==> config.mk <==
export PLATFORM = sky130hd
export DESIGN_NAME = wslf_ram
export DESIGN_NICKNAME = d
export VERILOG_FILES = /design/src/wslf_ram.sv
export SDC_FILE = /design/constraint.sdc
export NUM_CORES = 1
export LEC_CHECK = 0
export BUFFER_PORTS_ARGS = -buffer_cell sky130_fd_sc_hd__buf_2
export CORE_ASPECT_RATIO = 0.8
export CORE_MARGIN = 2
export CORE_UTILIZATION = 60
export DETAILED_ROUTE_END_ITERATION = 12
export MAX_ROUTING_LAYER = met4
export PLACE_DENSITY_LB_ADDON = 0.25
export SLEW_MARGIN = 20
export SYNTH_ARGS = -nofsm -noshare
export SYNTH_HDL_FRONTEND = slang
export SYNTH_SLANG_ARGS = --single-unit
export TNS_END_PERCENT = 100
==> constraint.sdc <==
create_clock -name clk -period 3.6 [get_ports clk]
set_input_delay 0.36 -clock clk [delete_from_list [all_inputs] [get_ports clk]]
set_output_delay 0.36 -clock clk [all_outputs]
set_load 0.03 [all_outputs]
==> src/wslf_ram.sv <==
// wslf_ram: generic single-clock ram, one write port, one registered read port
// no dependencies
module wslf_ram #(
    parameter int WIDTH = 8,
    parameter int DEPTH = 16
) (
    input  logic                     clk,
    input  logic                     we,
    input  logic [$clog2(DEPTH)-1:0] waddr,
    input  logic [WIDTH-1:0]         wdata,
    input  logic [$clog2(DEPTH)-1:0] raddr,
    output logic [WIDTH-1:0]         rdata
);
    logic [WIDTH-1:0] mem [DEPTH];

    always_ff @(posedge clk)
    begin
        if (we)
        begin
            mem[waddr] <= wdata;
        end
        rdata <= mem[raddr];
    end
endmodule
== Word level (Yosys, flattened, before mapping) ==
Memory sizes are Yosys's and may differ from the RTL's. A register that Yosys moved wholly into a read port is not among the register bits.
Index checks and enable logic that the tools add are counted.
Word-level totals
  register bits after elaboration: 0
  bits in writable memories: 128
  bits of input ports: 18
  output and inout bits: 8
  memories kept: 1
Operators by class
  mux-type cells: 2
Memory list
  mem: words 16, bits a word 8, rd ports 1, clocked after Yosys merged registers in 1, write ports 1, RTL line 14  | logic [WIDTH-1:0] mem [DEPTH];
Operators with widths (number)
  1-bit two-way mux: 2

== Logic depth before layout (Yosys ltp) ==
  word-level depth: 2
  mapped depth: 5
  gate-level depth less buffers: 3

== Worst setup path after synthesis ==
OpenSTA, ideal clock, no wires.
  path type: input to register
  from: input port waddr[2]
  to: memory mem[0][0] (enable)
  setup time: 0.383 ns
  arrival: 1.470 ns
  required time: 3.217 ns
  path slack: 1.747 ns
  stages: 2
  buffers on the path: 0
  path through: or3b_2 nor3_1
RTL lines
  start: declaration: RTL line 9  | input logic [$clog2(DEPTH)-1:0] waddr,
  end: declaration: RTL line 14
No word-level cell before the write port.

==> results.yml <==
critical_path:
  cp.arrival_ns: 2.08
  rr_worst_depth: 3
  startpoint_type: "primary input"
  cp-end-kind: "flop"
  crit_type: "primary input to flop"
  crit_required_ns: 4.01
  r2r_slack_ns: 2.18
  crit_path_max_fanout: 16
sta:
  period_needed_ns: 1.670
  tightest_slew_ns: 0.9541
  finalCritPeriodShare: 0.4639
  tns_ns: 0
  fmax_mhz: 598.7
  slew_headroom: 0.3616
  maxSlewViolCount: 0
  finClkSkew_ns: 0.01088
  rsz0062_at_grt: "false"
  setup_viol: 0
  worst_slack_ns: 1.930
  hold_viol: 0
floorplanning:
  initial_utilization: 0.6122
  fp.coreArea_um2: 8408
  die_w_um: 107.6
  ioPinCount: 26
  dieArea_um2: 9341
  rows: 30
  die_h_um: 86.85
hold_path:
  hold_depth: 1
  hold_path.class: "primary input to flop"
routing:
  route.detailed.wl_per_inst_um: 24.26
  drt-pass1-iter-count: 5
  antenna_left: 0
  drt-initial-drc-count: 191
  vias: 2373
  drc_errors: 0
  viasPerCell: 6.038
  wl_um: 9535
grt:
  gr-total-overflow: 0
  grt_use_total: 0.2403
  antenna_found_initial: 0
  grt_pass1_wl_um: 14390
  grt_start_max_net_pins: 33
  grt_pass1_vias: 2406
finish:
  drive_gt1_frac: 0.2847
  nNetsFinal: 286
  syn_to_final_growth_pct: 15.36
  layout_commonest_cell: "edfxtp_1"
  layout_common_cells: "edfxtp_1, buf_2, mux4_2"
  antenna_cells: 0
  n_fill_cell: 494
cts:
  cts-root-buf: "clkbuf_8"
  cts_made_buffers: 17
  clock_latency_ns: 0.53
  cts_sinks: 136
  cts_buffer_depth: 2
  cts_setup_buffers: 0
  clkTransAtPathRegs_ns: 0.06
  cts_max_level: 4
  cts_hold_buf: 0
  cts_tree: "done"
  cts_resized: 0
power_and_ir_drop:
  p_int_w: 0.002825
  powerDensity_nw_per_um2: 605.8
  p_leak_nw: 1.974
  pwr-share-seq: 0.495
  p_sw_frac: 0.2148
  vdd_drop_max_mv: 0.4494
  clkPwrFrac: 0.457
  p_switching_w: 0.0007726
  combinationalPowerShare: 0.048
run_status:
  status: "completed"
yosys:
  syn_area_um2: 5147
  seq_area_frac_synth: 0.7778
  synth.distinct_cells: 19
  ys_warn_count: 0
  syn_avg_cell_area_um2: 22.48
  synth_nets: 247
  synthCells: 229
  synth_seq_cells: 136
placement:
  place_hpwl_um: 5687
  pre_cts_ws_ns: 1.348
  gp_congestion: 0.8532
  io_buffer_count: 25
run:
  cap_violations: 0
## kinds of logic (layout without fill, tap and decap cells)
logic type	Yosys count	count (layout)	share of synthesized area
muxes	32	32	0.1502
DFF	136	136	0.7778
AOI/OAI and AO/OA	16	16	0.02334
buffers and inverters	10	62	0.01677
and+or+nand+nor	35	35	0.03184
## synthesized netlist by cell type
cell type	instances	area [um^2]
edfxtp_1	128	3844
mux4_2	18	405.4
a22oi_1	16	120.1
mux4_1	14	367.9
nor2_1	13	48.80
nand2_1	9	33.78
dfxtp_1	8	160.2
nor3_1	4	20.02
buf_2	3	15.01
buf_6	3	33.78
clkdlybuf4s25_2	3	30.03
nand2b_1	2	12.51
nand3b_1	2	15.01
and2_1	1	6.260
and2b_1	1	7.510
buf_4	1	7.510
nand3_1	1	5.000
nor2b_1	1	6.260
or3b_2	1	8.760
## power groups by stage
stage	clock, W	combinational (W)	sequential [W]
6_report	0.00164	0.000174	0.00178
5_1_grt	0.00174	0.000188	0.00178
4_1_cts	0.00167	0.000176	0.00178
3_5_place_dp	0	0.000174	0.00181
3_3_place_gp	0	0.000171	0.00181
2_1_floorplan	0	0.0000899	0.00183
## area by class of cell
type / instances / area (um^2) / share of cell area
timing repair buffer: 30 / 162.7 / 0.02739
clock inverter: 13 / 147.6 / 0.02486
clock buffer: 19 / 421.7 / 0.07101
multi-input combinational: 83 / 1062 / 0.1789
tap: 112 / 140.1 / 0.02360
sequential: 136 / 4004 / 0.6743
## registers in the layout (all words and copies together), names as in the netlist
name and count:
mem 128, rdata 8
## final timing paths
kind	endpoint	startpoint
worst max-delay path	rdata[3]	raddr[0]
worst min-delay path	mem[4][7]	wdata[7]
worst max register to register	rdata[3]	mem[5][3]
worst min register to register	rdata[4]	mem[11][4]
## critical path, stage by stage
cell and delay (ns):
buf_2 0.44, buf_4 0.31, mux4_1 0.57, a22oi_1 0.31, nand2_1 0.08
## through the flow
step                cell area, um^2  hold WS (ns)  cells  power [W]    util
global route                   5938        0.2070    393   0.003713  0.7063
detailed placement             5369        0.6605    361   0.001986  0.6385
floorplan                      5147        0.4589    229   0.001922       -
finish                         5938        0.2169    393   0.003598  0.7063
global placement               5369        0.6455    361   0.001981  0.6385
CTS                            5938        0.1928    393   0.003631  0.7063
## layer usage
metal,up-vias,global-route usage,part of all wire
met5,-,-,0
met4,0,0.08042,0.0089
met3,8,0.07669,0.070
met2,94,0.3442,0.49
met1,1217,0.3352,0.43
li1,1054,-,-
Power figures use the tool's default switching activity.
